### config.mk
export PLATFORM = sky130hd
export DESIGN_NAME = round_robin_task_picker
export DESIGN_NICKNAME = d
export VERILOG_FILES = /design/src/design/rrtp_pkg.sv /design/src/design/round_robin_task_picker.sv /design/src/design/rrtp_ram.sv
export VERILOG_INCLUDE_DIRS = /design/src /design/src/design
export SDC_FILE = /design/constraint.sdc
export NUM_CORES = 1
export LEC_CHECK = 0
export ABC_AREA = 1
export BUFFER_PORTS_ARGS = -buffer_cell sky130_fd_sc_hd__buf_2
export CAP_MARGIN = 5
export CELL_PAD_IN_SITES_DETAIL_PLACEMENT = 1
export CELL_PAD_IN_SITES_GLOBAL_PLACEMENT = 2
export CORE_AREA = 2 2 348 247
export CTS_BUF_LIST = sky130_fd_sc_hd__clkbuf_8
export CTS_CLUSTER_DIAMETER = 80
export CTS_CLUSTER_SIZE = 40
export DETAILED_ROUTE_END_ITERATION = 6
export DIE_AREA = 0 0 350 249
export HOLD_SLACK_MARGIN = 0.15
export PLACE_DENSITY_LB_ADDON = 0.1
export RECOVER_POWER = 100
export SYNTH_ARGS = -nofsm -noshare
export SYNTH_HDL_FRONTEND = slang
export SYNTH_SLANG_ARGS = --single-unit
export TNS_END_PERCENT = 10
### constraint.sdc
create_clock -name clk -period 11.2 [get_ports clk]
set_clock_uncertainty 0.2 [all_clocks]
set_input_delay 0.56 -clock clk [delete_from_list [all_inputs] [get_ports clk]]
set_output_delay 0.56 -clock clk [all_outputs]
set_load 0.03 [all_outputs]
### src/design/assert_macros.svh
// ----------------------------------------------------------------------------
// assert_macros
// Concurrent assertion shorthands clocked on clk and held off during reset.
// ----------------------------------------------------------------------------
`ifndef ASSERT_MACROS_SVH
`define ASSERT_MACROS_SVH

// Condition that holds at every clock edge outside reset.
`define ASSERT_ALWAYS(label, cond, msg) \
  label: assert property (@(posedge clk) disable iff (!rst_n) (cond)) else $error(msg);

// Consequent that holds in the cycle after the antecedent, outside reset.
`define ASSERT_NEXT(label, ante, cons, msg) \
  label: assert property (@(posedge clk) disable iff (!rst_n) (ante) |=> (cons)) else $error(msg);

`endif

### src/design/rrtp_pkg.sv
`timescale 1ns / 1ps
// ----------------------------------------------------------------------------
// rrtp_pkg
// Shared constants and types of the round-robin task picker.
// ----------------------------------------------------------------------------
package rrtp_pkg;

  localparam int MAX_TASKS_DEF = 64;
  localparam int NUM_CPUS_DEF  = 4;

  typedef enum logic [1:0] {
    OP_CREATE = 2'd0,
    OP_SCHED  = 2'd1,
    OP_TERM   = 2'd2,
    OP_LOOKUP = 2'd3
  } op_t;

  typedef enum logic [1:0] {
    RS_DONE    = 2'd0,
    RS_FULL    = 2'd1,
    RS_NO_TASK = 2'd2,
    RS_IDLE    = 2'd3
  } resp_t;

  typedef enum logic [1:0] {
    TS_UNUSED  = 2'd0,
    TS_READY   = 2'd1,
    TS_RUNNING = 2'd2,
    TS_DEAD    = 2'd3
  } tstate_t;

  typedef enum logic [1:0] {
    FSM_IDLE = 2'd0,
    FSM_CUR  = 2'd1,
    FSM_WALK = 2'd2
  } fsm_t;

endpackage

### src/design/round_robin_task_picker.sv
`timescale 1ns / 1ps
// ----------------------------------------------------------------------------
// round_robin_task_picker
// Multi-CPU round-robin task picker over a ring of task slots.
//
// in_*  : one request item. tuser holds the operation (create, schedule,
//         terminate, lookup); tdata holds the CPU and the slot for lookup.
// out_* : one result item per request: slot number and status code.
// Create, lookup, terminate and rejected requests finish in the accept cycle;
// the result is registered and shows in the next cycle. Schedule reads the
// current task, then walks the ring one slot per cycle through the task table
// RAM (one read per cycle, registered read data), visiting at most MAX_TASKS
// slots; a CPU without a task skips the read of the current task. One request
// is in work at a time; a new item is accepted once the block is idle and the
// output register is empty or being drained.
// Reset puts slot 0 running on CPU 0 with a self link; other CPUs have no task.
// The task table needs no clearing pass: slots above the create count are
// never read. A stalled receiver holds the result and blocks new items.
// ----------------------------------------------------------------------------
`include "assert_macros.svh"

module round_robin_task_picker #(
  parameter int MAX_TASKS = rrtp_pkg::MAX_TASKS_DEF,
  parameter int NUM_CPUS  = rrtp_pkg::NUM_CPUS_DEF,
  localparam int SLOT_W   = $clog2(MAX_TASKS),
  localparam int CPU_W    = (NUM_CPUS > 1) ? $clog2(NUM_CPUS) : 1,
  localparam int IN_W     = 8 * ((CPU_W + SLOT_W + 7) / 8),
  localparam int OUT_W    = 8 * ((SLOT_W + 7) / 8)
) (
  input  logic             clk,
  input  logic             rst_n,
  input  logic             in_tvalid,
  output logic             in_tready,
  input  logic [IN_W-1:0]  in_tdata,   // cpu, task_id
  input  logic [1:0]       in_tuser,   // op
  output logic             out_tvalid,
  input  logic             out_tready,
  output logic [OUT_W-1:0] out_tdata,  // task_res
  output logic [1:0]       out_tuser   // status
);
  import rrtp_pkg::*;

  localparam int OWN_W = $clog2(NUM_CPUS + 1);
  localparam int CNT_W = $clog2(MAX_TASKS + 1);
  localparam int ENT_W = 2 + OWN_W;
  localparam logic [OWN_W-1:0]  OWN_NONE  = OWN_W'(NUM_CPUS);
  localparam logic [CNT_W-1:0]  CNT_FULL  = CNT_W'(MAX_TASKS);
  localparam logic [SLOT_W-1:0] WALK_LAST = SLOT_W'(MAX_TASKS - 1);

  op_t               in_op;
  logic [CPU_W-1:0]  in_cpu;
  logic [SLOT_W-1:0] in_id;
  logic              in_acc;
  logic              cpu_ok;

  fsm_t              state_r, state_nxt;
  logic [CPU_W-1:0]  job_cpu_r, job_cpu_nxt;
  logic [SLOT_W-1:0] job_cur_r, job_cur_nxt;
  logic              job_has_r, job_has_nxt;
  logic              cdead_r, cdead_nxt;
  logic [SLOT_W-1:0] stop_r, stop_nxt;
  logic [SLOT_W-1:0] walk_cnt_r, walk_cnt_nxt;

  logic [CNT_W-1:0]  count_r, count_nxt;
  logic [SLOT_W-1:0] head_r, head_nxt;
  logic [1:0]        s0_st_r;
  logic [OWN_W-1:0]  s0_own_r;

  logic [SLOT_W-1:0] cpu_cur_r [NUM_CPUS];
  logic [SLOT_W-1:0] cpu_cur_nxt [NUM_CPUS];
  logic [NUM_CPUS-1:0] cpu_has_r, cpu_has_nxt;
  logic [NUM_CPUS-1:0] cpu_halt_r, cpu_halt_nxt;

  logic              out_valid_r, out_valid_nxt;
  logic [SLOT_W-1:0] res_r, res_nxt;
  logic [1:0]        status_r, status_nxt;

  logic              st_we;
  logic [SLOT_W-1:0] st_waddr;
  logic [ENT_W-1:0]  st_wdata;
  logic              ln_we;
  logic [SLOT_W-1:0] ln_waddr;
  logic [SLOT_W-1:0] ln_wdata;
  logic [SLOT_W-1:0] rd_addr;
  logic [SLOT_W-1:0] rd_addr_r;
  logic [ENT_W-1:0]  st_rdata;
  logic [SLOT_W-1:0] ln_rdata;
  logic              fwd_r;
  logic [ENT_W-1:0]  fwd_data_r;

  logic [1:0]        cur_st;
  logic [OWN_W-1:0]  cur_own;
  logic [SLOT_W-1:0] cur_next;

  assign in_op  = op_t'(in_tuser);
  assign in_cpu = in_tdata[CPU_W-1:0];
  assign in_id  = in_tdata[CPU_W +: SLOT_W];
  assign cpu_ok = ({1'b0, in_cpu} < (CPU_W + 1)'(NUM_CPUS));

  assign in_tready  = (state_r == FSM_IDLE) && (!out_valid_r || out_tready);
  assign in_acc     = in_tvalid && in_tready;
  assign out_tvalid = out_valid_r;
  assign out_tdata  = OUT_W'(res_r);
  assign out_tuser  = status_r;

  rrtp_ram #(
    .WIDTH (ENT_W),
    .DEPTH (MAX_TASKS)
  ) u_state_ram (
    .clk   (clk),
    .we    (st_we && (st_waddr != '0)),
    .waddr (st_waddr),
    .wdata (st_wdata),
    .raddr (rd_addr),
    .rdata (st_rdata)
  );

  rrtp_ram #(
    .WIDTH (SLOT_W),
    .DEPTH (MAX_TASKS)
  ) u_link_ram (
    .clk   (clk),
    .we    (ln_we),
    .waddr (ln_waddr),
    .wdata (ln_wdata),
    .raddr (rd_addr),
    .rdata (ln_rdata)
  );

  // Slot 0 lives in flops; other slots come from RAM, with write forwarding on the state entries.
  always_comb begin
    if (rd_addr_r == '0) begin
      cur_st   = s0_st_r;
      cur_own  = s0_own_r;
      cur_next = head_r;
    end else if (fwd_r) begin
      cur_st   = fwd_data_r[ENT_W-1 -: 2];
      cur_own  = fwd_data_r[OWN_W-1:0];
      cur_next = ln_rdata;
    end else begin
      cur_st   = st_rdata[ENT_W-1 -: 2];
      cur_own  = st_rdata[OWN_W-1:0];
      cur_next = ln_rdata;
    end
  end

  always_comb begin
    state_nxt     = state_r;
    job_cpu_nxt   = job_cpu_r;
    job_cur_nxt   = job_cur_r;
    job_has_nxt   = job_has_r;
    cdead_nxt     = cdead_r;
    stop_nxt      = stop_r;
    walk_cnt_nxt  = walk_cnt_r;
    count_nxt     = count_r;
    head_nxt      = head_r;
    cpu_cur_nxt   = cpu_cur_r;
    cpu_has_nxt   = cpu_has_r;
    cpu_halt_nxt  = cpu_halt_r;
    out_valid_nxt = out_valid_r && !out_tready;
    res_nxt       = res_r;
    status_nxt    = status_r;
    st_we         = 1'b0;
    st_waddr      = '0;
    st_wdata      = '0;
    ln_we         = 1'b0;
    ln_waddr      = '0;
    ln_wdata      = '0;
    rd_addr       = '0;

    case (state_r)
      FSM_IDLE: begin
        if (in_acc) begin
          out_valid_nxt = 1'b1;
          res_nxt       = '0;
          status_nxt    = RS_DONE;
          case (in_op)
            OP_CREATE: begin
              if (count_r == CNT_FULL) begin
                status_nxt = RS_FULL;
              end else begin
                st_we     = 1'b1;
                st_waddr  = count_r[SLOT_W-1:0];
                st_wdata  = {TS_READY, OWN_NONE};
                ln_we     = 1'b1;
                ln_waddr  = count_r[SLOT_W-1:0];
                ln_wdata  = head_r;
                head_nxt  = count_r[SLOT_W-1:0];
                count_nxt = count_r + CNT_W'(1);
                res_nxt   = count_r[SLOT_W-1:0];
              end
            end
            OP_LOOKUP: begin
              if (CNT_W'(in_id) < count_r) begin
                res_nxt = in_id;
              end else begin
                status_nxt = RS_NO_TASK;
              end
            end
            default: begin
              if (!cpu_ok || cpu_halt_r[in_cpu]) begin
                status_nxt = RS_IDLE;
              end else if (in_op == OP_TERM) begin
                if (!cpu_has_r[in_cpu]) begin
                  status_nxt = RS_IDLE;
                end else begin
                  st_we    = 1'b1;
                  st_waddr = cpu_cur_r[in_cpu];
                  st_wdata = {TS_DEAD, OWN_W'(in_cpu)};
                  res_nxt  = cpu_cur_r[in_cpu];
                end
              end else begin
                out_valid_nxt = 1'b0;
                job_cpu_nxt   = in_cpu;
                job_has_nxt   = cpu_has_r[in_cpu];
                job_cur_nxt   = cpu_cur_r[in_cpu];
                cdead_nxt     = 1'b0;
                stop_nxt      = '0;
                walk_cnt_nxt  = '0;
                if (cpu_has_r[in_cpu]) begin
                  rd_addr   = cpu_cur_r[in_cpu];
                  state_nxt = FSM_CUR;
                end else begin
                  rd_addr   = '0;
                  state_nxt = FSM_WALK;
                end
              end
            end
          endcase
        end
      end

      FSM_CUR: begin
        // Release the running task, then start the walk at its successor.
        cdead_nxt = (cur_st == TS_DEAD);
        if (cur_st == TS_RUNNING) begin
          st_we    = 1'b1;
          st_waddr = job_cur_r;
          st_wdata = {TS_READY, OWN_NONE};
        end
        rd_addr      = cur_next;
        stop_nxt     = job_cur_r;
        walk_cnt_nxt = '0;
        state_nxt    = FSM_WALK;
      end

      FSM_WALK: begin
        if (cur_st == TS_READY && cur_own == OWN_NONE) begin
          st_we                  = 1'b1;
          st_waddr               = rd_addr_r;
          st_wdata               = {TS_RUNNING, OWN_W'(job_cpu_r)};
          cpu_cur_nxt[job_cpu_r] = rd_addr_r;
          cpu_has_nxt[job_cpu_r] = 1'b1;
          out_valid_nxt          = 1'b1;
          res_nxt                = rd_addr_r;
          status_nxt             = RS_DONE;
          state_nxt              = FSM_IDLE;
        end else if (cur_next == stop_r || walk_cnt_r == WALK_LAST) begin
          out_valid_nxt = 1'b1;
          state_nxt     = FSM_IDLE;
          if (job_has_r && !cdead_r) begin
            st_we                  = 1'b1;
            st_waddr               = job_cur_r;
            st_wdata               = {TS_RUNNING, OWN_W'(job_cpu_r)};
            cpu_cur_nxt[job_cpu_r] = job_cur_r;
            cpu_has_nxt[job_cpu_r] = 1'b1;
            res_nxt                = job_cur_r;
            status_nxt             = RS_DONE;
          end else begin
            if (job_has_r) begin
              cpu_halt_nxt[job_cpu_r] = 1'b1;
              cpu_has_nxt[job_cpu_r]  = 1'b0;
            end
            res_nxt    = '0;
            status_nxt = RS_IDLE;
          end
        end else begin
          rd_addr      = cur_next;
          walk_cnt_nxt = walk_cnt_r + SLOT_W'(1);
        end
      end

      default: begin
        state_nxt = FSM_IDLE;
      end
    endcase
  end

  always_ff @(posedge clk) begin
    if (!rst_n) begin
      state_r     <= FSM_IDLE;
      count_r     <= CNT_W'(1);
      head_r      <= '0;
      s0_st_r     <= TS_RUNNING;
      s0_own_r    <= '0;
      cpu_has_r   <= NUM_CPUS'(1);
      cpu_halt_r  <= '0;
      out_valid_r <= 1'b0;
      fwd_r       <= 1'b0;
      for (int i = 0; i < NUM_CPUS; i++) begin
        cpu_cur_r[i] <= '0;
      end
    end else begin
      state_r     <= state_nxt;
      count_r     <= count_nxt;
      head_r      <= head_nxt;
      cpu_cur_r   <= cpu_cur_nxt;
      cpu_has_r   <= cpu_has_nxt;
      cpu_halt_r  <= cpu_halt_nxt;
      out_valid_r <= out_valid_nxt;
      fwd_r       <= st_we && (st_waddr == rd_addr) && (rd_addr != '0);
      if (st_we && (st_waddr == '0)) begin
        s0_st_r  <= st_wdata[ENT_W-1 -: 2];
        s0_own_r <= st_wdata[OWN_W-1:0];
      end
    end
  end

  always_ff @(posedge clk) begin
    job_cpu_r  <= job_cpu_nxt;
    job_cur_r  <= job_cur_nxt;
    job_has_r  <= job_has_nxt;
    cdead_r    <= cdead_nxt;
    stop_r     <= stop_nxt;
    walk_cnt_r <= walk_cnt_nxt;
    res_r      <= res_nxt;
    status_r   <= status_nxt;
    rd_addr_r  <= rd_addr;
    fwd_data_r <= st_wdata;
  end

  `ASSERT_ALWAYS(a_busy_no_out, (state_r == FSM_IDLE) || !out_valid_r, "result pending while busy")
  `ASSERT_ALWAYS(a_halt_no_task, (cpu_halt_r & cpu_has_r) == '0, "halted cpu holds a task")
  `ASSERT_ALWAYS(a_count_max, count_r <= CNT_FULL, "task count above table size")
  `ASSERT_NEXT(a_count_mono, 1'b1, count_r >= $past(count_r), "task count went down")

endmodule

### src/design/rrtp_ram.sv
`timescale 1ns / 1ps
// ----------------------------------------------------------------------------
// rrtp_ram
// Generic single-write, single-read RAM with registered read data.
// ----------------------------------------------------------------------------
module rrtp_ram #(
  parameter int WIDTH = 8,
  parameter int DEPTH = 64
) (
  input  logic                     clk,
  input  logic                     we,
  input  logic [$clog2(DEPTH)-1:0] waddr,
  input  logic [WIDTH-1:0]         wdata,
  input  logic [$clog2(DEPTH)-1:0] raddr,
  output logic [WIDTH-1:0]         rdata
);

  logic [WIDTH-1:0] mem [DEPTH];
  logic [WIDTH-1:0] rdata_r;

  always_ff @(posedge clk) begin
    if (we) begin
      mem[waddr] <= wdata;
    end
    rdata_r <= mem[raddr];
  end

  assign rdata = rdata_r;

endmodule

==> results of run 1 <==
-- Yosys cell counts, drive strengths merged --
| cell type | n |
|---|---|
| and3 | 2 |
| inv | 517 |
| clkbuf | 38 |
| a21boi | 1 |
| o211ai | 35 |
| o2111ai | 1 |
| nor4 | 1 |
| o21a | 3 |
| a21oi | 77 |
| nor3 | 8 |
| a31o | 1 |
| nand3b | 143 |
| a211oi | 1 |
| o21ai | 71 |
| nor2 | 318 |
| a31oi | 7 |
| xor2 | 3 |
| a22oi | 3 |
| o31ai | 4 |
| buf | 136 |
| a21o | 1 |
| o22ai | 11 |
| nand4 | 13 |
| a22o | 1 |
| or2 | 7 |
| ha | 11 |
| clkinv | 3 |
| dfxtp | 76 |
| nand2 | 989 |
| conb | 1 |
| edfxtp | 734 |
| nand3 | 466 |
-- report_power, final --
group	internal (uW)	switching, uW
clock	423	1060
sequential	3310	20.1
combinational	122	406
-- path summary, 6_finish.rpt --
path	from	endpoint	slack [ns]
max	in_tdata[0]	u_state_ram.rdata[4]$_DFF_P_	3.09
min	in_tdata[2]	res_r[0]$_DFFE_PP_	0.24
max reg2reg	rd_addr_r[0]$_DFF_P_	u_state_ram.rdata[4]$_DFF_P_	3.15
min reg2reg	cpu_cur_r[11]$_SDFFE_PN0P_	cpu_cur_r[11]$_SDFFE_PN0P_	0.26
-- through the flow --
stage               instances  instance area (um^2)  hold WS (ns)
floorplan                3689                 36600         0.220
global placement         4705                 37600         0.236
detailed placement       4705                 37600         0.238
CTS                      4778                 38600         0.162
global route             4779                 38400         0.223
finish                   4779                 38400         0.241
-- cell type report --
type                       instances  area (um^2)  area share
sequential                       810        23600       0.614
multi-input combinational       2185        10100       0.264
inverter                         520         1950      0.0508
tap                             1137         1420      0.0370
clock buffer                      40          551      0.0143
clock inverter                    28          390      0.0102
timing repair buffer              58          372     0.00968
antenna                            1         2.50   0.0000652
-- cell families after synthesis --
family	after synthesis	synth area share
and+or+nand+nor	1947	0.236
DFF	810	0.645
buffers and inverters	694	0.0787
AOI/OAI and AO/OA	217	0.0357
adders and majority gates	11	0.00377
xor gates and xnor gates	3	0.000719
other	1	0.000103
-- layout by cell type, fill, tap and decap left out, drive strengths merged, types with 2 or more instances in the layout --
master and instances:
o31ai 4, dlygate4sd3 5, o211ai 35, buf 30, dfxtp 76, o22ai 11, inv 526, nand3 466
clkinvlp 3, nand2 989, a22oi 3, a21oi 77, o21a 3, or2 7, nand4 13, nor2 318
ha 11, and3 2, nor3 8, clkbuf 63, a31oi 7, conb 7, clkinv 18, edfxtp 734
nand3b 143, o21ai 71, xor2 3
-- flip-flops by register name (all words and copies together), names as in the netlist, 3 cells and up, named ones only --
name and cells:
count_r 7, cpu_cur_r 24, cpu_halt_r 4, fwd_data_r 5
head_r 6, job_cur_r 6, rd_addr_r 6, res_r 6
s0_own_r 3, stop_r 6, u_link_ram.mem 384, u_link_ram.rdata 6
u_state_ram.mem 320, u_state_ram.rdata 5, walk_cnt_r 6
-- metal layers --
metal | vias up | GRT usage | part of all wire
met5 | - | 0 | 0
met4 | 0 | 0.0622 | 0.023
met3 | 127 | 0.0482 | 0.065
met2 | 692 | 0.396 | 0.44
met1 | 13216 | 0.399 | 0.48
li1 | 11950 | - | -
-- worst min-delay path, stage by stage --
cell and delay, ns:
buf_2 0.13, a31oi_1 0.20, o31ai_1 0.15
==> impl_results.rst, run 1 <==
.. list-table::
   :header-rows: 1

   * - Metric
     - Value
   * - Detailed-placement wirelength estimate
     - just over 70000 um
   * - Share of final-layout standard cells stronger than drive strength 1
     - 0.0368
   * - Via count of the first global-routing pass
     - roughly 27000
   * - Global-route wire length before repair
     - about 170000 um
   * - Post-synthesis instance area
     - between 30000 and 40000 um^2
   * - Worst path max stage delay
     - 2.19 ns
   * - Maximum frequency from static timing analysis
     - around 0.12 GHz
   * - Die area
     - between 80000 and 90000 um^2
   * - Yosys top cell area share
     - 0.603
   * - Fraction of the yosys area taken by sequential cells
     - 0.645
   * - Total CTS buffers
     - 37
   * - Slew at the pin closest to its max-slew limit
     - 3.92 ns
   * - Largest cells by area after synthesis
     - edfxtp_1, nand2_1, nand3_1
   * - Area added between synthesis and finish
     - 5.08%
   * - Max VDD drop
     - approximately 0.11 mV
   * - Path type of the worst min-delay path
     - in2reg
   * - Total vias in the final route
     - around 26000
   * - Cell type with the highest aggregate area in the netlist
     - edfxtp_1
   * - 1st-pass router iterations
     - 5
   * - Final routed wire length divided by cell count
     - 24.0 um
   * - Antenna viol nets, final
     - 0
   * - Via count normalized by instance count
     - around 5.4
   * - Total chip power
     - 5340 uW
   * - Cell Pwr Density
     - roughly 140 nW/um^2
   * - TritonCTS clock tree
     - yes
   * - Crit path max fanout
     - 36
   * - Distinct cells, synth
     - 50
   * - Gate Count Post-Synth
     - between 3000 and 4000
   * - Aggregate negative setup slack
     - 0 ns
   * - Overall global routing resource usage
     - 0.265
   * - Fill cell count
     - roughly 9400
   * - Die width
     - about 350 um
   * - Clock transition at the register clock pins on the worst setup and hold paths after CTS
     - 0.21 ns
   * - Number of clock sinks seen by CTS
     - 810
   * - Worst Hold Depth
     - 3
   * - Final Net Count
     - roughly 3600
   * - # DRC
     - 0
   * - Number of hold violations in the final report
     - 0
   * - Most frequent CP cell
     - nand3_1
   * - Top-Level Pins
     - 26
   * - Max transition margin
     - -1.61
   * - Crit path max-delay cell type
     - clkbuf_1
   * - Worst R2R Path Depth
     - 14
   * - Number of buffers and inverters on the critical path
     - 6
   * - Maximum number of pins on one net before global-route repair
     - 186
   * - Number of DRC markers after the initial detailed-route iteration
     - about 2200
   * - Final weighted congestion of routability-driven global placement
     - ~0.89
   * - Maximum clock path buffer count
     - 3
   * - Max capacitance violation total
     - 14
   * - Count of buffers added by post-CTS timing repair for setup
     - 0
   * - Hold-fix buffers, CTS
     - 5
   * - Placement row count
     - around 90
   * - Worst slack after detailed placement
     - 5.40 ns
   * - Worst Path Arrival
     - ~8.6 ns
   * - Critical path start-end classification
     - in2reg
   * - Required time at the endpoint of the critical path
     - 11.71 ns
   * - Family with the most delay on the worst path
     - buffers and inverters
   * - Core area
     - roughly 84000 um^2
   * - Clock latency at the later pin of the worst-skew pair
     - approximately 0.76 ns
   * - List of cells traversed by the critical path
     - dlygate4sd3_1 > clkbuf_1 > o21ai_0 > nand2_1 > nand3_1 > nor2_1 > nand2_1 > inv_1 > a21oi_4 > clkbuf_1 > clkinv_1 > clkbuf_1 > nand3_1 > nand3_1 > nand3_1 > nand2_1
   * - Sort of element at the end of the critical path
     - flop
   * - Static Leak
     - about 0.015 uW
   * - Grt total ovfl
     - 0
   * - Register bit count reported by yosys
     - 810
   * - H-tree Lvls
     - 2
   * - Minimum period implied by the final worst setup slack
     - around 8 ns
   * - Total stage count of the critical path
     - 16
   * - Critical path launch point type
     - input pin
   * - Antenna violations before repair
     - 3
   * - Warnings, synthesis
     - 0
   * - Final critical-path setup slack
     - around 3.1 ns
   * - Period utilization
     - 0.724
   * - Initial cell density of the core
     - 0.437
   * - Count of pins over their slew limit
     - 629
   * - Total setup violations reported at the end of the flow
     - 0
   * - Clock Root Buffer
     - clkbuf_8
   * - Run status
     - finished with violations
   * - Post-layout util
     - 0.459
   * - Total wire length after detailed routing
     - 115000 um
   * - Number of instances resized during post-cts repair
     - 0
   * - Violations in the final reports
     - max-capacitance violations, max-slew violations
   * - PortBufs
     - 23
   * - Setup repair after global routing missed its margin
     - false
   * - Die outline height
     - 249 um
   * - Mapped Avg Cell Area
     - between 9 and 10 um^2
Note: power is estimated with default switching activity, not from simulation.
==> run 2, diff against run 1 <==
CORE_AREA = 2 2 369 262   (was 2 2 348 247)
DIE_AREA = 0 0 371 264   (was 0 0 350 249)
clock period = 6.6 ns   (was 11.2 ns; I/O delays follow)
==> run 2 against run 1 <==
Effect of this change:
- the run still ends with max-capacitance violations, max-slew violations left
- critical path depth fell by 1
- sequential share of layout area fell by 0.72 points
- critical path type is now reg2reg
- global-route usage fell by 2.2 points
- non-clock buffer count rose by 22
- final area rose by 1.2%
- via count rose by 0.10%
- hold slack got worse by 0.011 ns
- final cell count rose by 3.0%
- power rose by 70%
==> impl_results.rst, run 2 (synthesis gave the netlist of run 1 again) <==
.. list-table::
   :header-rows: 1

   * - Metric
     - Value
   * - Via count of the first global-routing pass
     - ~27000
   * - Global-route wire length before repair
     - roughly 180000 um
   * - Top register by number of flip-flops
     - u_link_ram.mem
   * - Area of all placed cells without fillers
     - 38900 um^2
   * - Fill cell count
     - about 11000
   * - Core area
     - between 90000 and 100000 um^2
   * - Count of buffers added by post-CTS timing repair for setup
     - 0
   * - Clock transition at the register clock pins on the worst setup and hold paths after CTS
     - 0.21 ns
   * - Worst R2R Path Depth
     - 15
   * - Area added between synthesis and finish
     - 6.32%
   * - Total stage count of the critical path
     - 15
   * - Max transition margin
     - -0.850
   * - Path type of the worst min-delay path
     - in2reg
   * - Number of flip-flops under the largest register name
     - 384
   * - Detailed-placement wirelength estimate
     - about 76000 um
   * - Overall global routing resource usage
     - 0.242
   * - Via count normalized by instance count
     - 5.29
   * - Number of DRC markers after the initial detailed-route iteration
     - ~2400
   * - Total CTS buffers
     - 36
   * - Maximum clock path buffer count
     - 3
   * - Cell Pwr Density
     - ~230 nW/um^2
   * - TritonCTS clock tree
     - yes
   * - Total vias in the final route
     - ~26000
   * - Maximum frequency from static timing analysis
     - ~0.18 GHz
   * - Die width
     - ~370 um
   * - Crit path max-delay cell type
     - nor2_2
   * - Number of clock sinks seen by CTS
     - 810
   * - Number of hold violations in the final report
     - 0
   * - Period utilization
     - 0.839
   * - Antenna viol nets, final
     - 0
   * - Total setup violations reported at the end of the flow
     - 0
   * - Startpoint of the lowest-slack register-to-register path
     - rd_addr_r[0]$_DFF_P_
   * - Share of final-layout standard cells stronger than drive strength 1
     - 0.0443
   * - Capture point of the worst reg-to-reg path
     - u_state_ram.mem[32][3]$_DFFE_PP_
   * - Final Net Count
     - 3658
   * - Aggregate negative setup slack
     - 0 ns
   * - Family with the most delay on the worst path
     - simple AND/OR/NAND/NOR gates
   * - Run status
     - finished with violations
   * - Critical path launch point type
     - flop
   * - Post-layout util
     - 0.410
   * - Number of buffers and inverters on the critical path
     - 4
   * - Total wire length after detailed routing
     - ~120000 um
   * - Clock Root Buffer
     - clkbuf_8
   * - Max VDD drop
     - about 0.15 mV
   * - Placement row count
     - between 90 and 100
   * - Top-Level Pins
     - 26
   * - Hold-fix buffers, CTS
     - 10
   * - Count of pins over their slew limit
     - 358
   * - Most common cell after layout, fill and taps aside
     - nand2_1
   * - Worst path max stage delay
     - around 0.61 ns
   * - Clock latency at the later pin of the worst-skew pair
     - ~0.76 ns
   * - Slew at the pin closest to its max-slew limit
     - around 2.8 ns
   * - Startpoint of the worst setup timing path
     - rd_addr_r[0]$_DFF_P_
   * - PortBufs
     - 23
   * - Max capacitance violation total
     - 7
   * - Crit path max fanout
     - 20
   * - Sort of element at the end of the critical path
     - flop
   * - Die area
     - slightly below 100000 um^2
   * - List of cells traversed by the critical path
     - nor2_1 > nand3_4 > o21ai_0 > nand3_2 > inv_2 > o21ai_2 > nor2_2 > nand2_1 > nand2_1 > inv_1 > nand2_4 > inv_1 > nor2_1 > inv_1 > nor2_1
   * - Final-layout worst hold slack
     - 0.230 ns
   * - Worst Path Arrival
     - approximately 5.8 ns
   * - Final weighted congestion of routability-driven global placement
     - approximately 0.87
   * - # DRC
     - 0
   * - Number of instances resized during post-cts repair
     - 0
   * - Minimum period implied by the final worst setup slack
     - around 5.5 ns
   * - Placed Instance Area
     - ~38000 um^2
   * - Antenna violations before repair
     - 4
   * - Initial cell density of the core
     - 0.386
   * - H-tree Lvls
     - 2
   * - Reg2Reg Setup Slack
     - 1.06 ns
   * - Critical path start-end classification
     - reg2reg
   * - Die outline height
     - around 260 um
   * - Violations in the final reports
     - max-capacitance violations, max-slew violations
   * - Setup repair after global routing missed its margin
     - false
   * - 1st-pass router iterations
     - 5
   * - Final routed wire length divided by cell count
     - between 20 and 25 um
   * - Largest registers in the final layout
     - u_link_ram.mem (384), u_state_ram.mem (320), cpu_cur_r (24)
   * - Static Leak
     - approximately 0.015 uW
   * - Leading cell types in the layout, fill and taps excluded
     - nand2_1, edfxtp_1, inv_1
   * - Grt total ovfl
     - 0
   * - Worst Setup EP
     - u_state_ram.mem[32][3]$_DFFE_PP_
   * - Required time at the endpoint of the critical path
     - a little under 7 ns
   * - Maximum number of pins on one net before global-route repair
     - 94
run 2: how the worst min path moves through the flow:
stage / start / to / slack [ns] / cells past startpoint
after floorplan: cpu_cur_r[11]$_SDFFE_PN0P_ / cpu_cur_r[11]$_SDFFE_PN0P_ / 0.22 / 2
after CTS: in_tuser[0] / res_r[4]$_DFFE_PP_ / 0.15 / 4
after detailed placement: flop / flop / 0.24 / 2
after global placement: flop / flop / 0.24 / 2
final: in_tuser[0] / res_r[4]$_DFFE_PP_ / 0.23 / 4
after global routing: in_tuser[0] / res_r[4]$_DFFE_PP_ / 0.23 / 4
run 2: routing by layer:
| metal | vias up | global-route usage | routed length [um] |
|---|---|---|---|
| met4 | 4 | 0.0487 | 2290 |
| met2 | 561 | 0.362 | 51200 |
| met1 | 13332 | 0.372 | 58900 |
| li1 | 12001 | - | - |
| met3 | 113 | 0.0379 | 6540 |
| met5 | - | 0 | 26 |
run 2: worst reg2reg max path, delay by kind of cell, from the launching register on:
kind / cells / cell delay [ns]
flops: 1 / 0.35
buf+inv: 4 / 0.76
compound gates: 2 / 0.67
simple gates: 9 / 3.26
run 2: area by class of cell:
| class | count | area (um^2) | area share |
|---|---|---|---|
| Sequential cell | 810 | 23600 | 0.606 |
| Multi-Input combinational cell | 2185 | 10200 | 0.263 |
| Inverter | 520 | 1950 | 0.0502 |
| Tap cell | 1261 | 1580 | 0.0406 |
| Timing Repair Buffer | 80 | 619 | 0.0159 |
| Clock buffer | 37 | 509 | 0.0131 |
| Clock inverter | 26 | 417 | 0.0107 |
| Antenna cell | 2 | 5.00 | 0.000129 |
run 2: stage by stage:
stage | power (uW) | setup WS [ns] | cells
finish | 9070 | 1.06 | 4921
global route | 9370 | 0.605 | 4921
CTS | 9150 | 1.68 | 4919
detailed placement | 6690 | 1.60 | 4846
global placement | 6670 | 1.68 | 4846
floorplan | 6330 | 1.56 | 3689
run 2: where the power goes:
| part | internal, uW | total [uW] | switching, uW | leakage [uW] |
|---|---|---|---|---|
| Clock | 660 | 2500 | 1840 | 0.000453 |
| Combinational | 218 | 925 | 707 | 0.00699 |
| Sequential | 5620 | 5650 | 30.9 | 0.00758 |
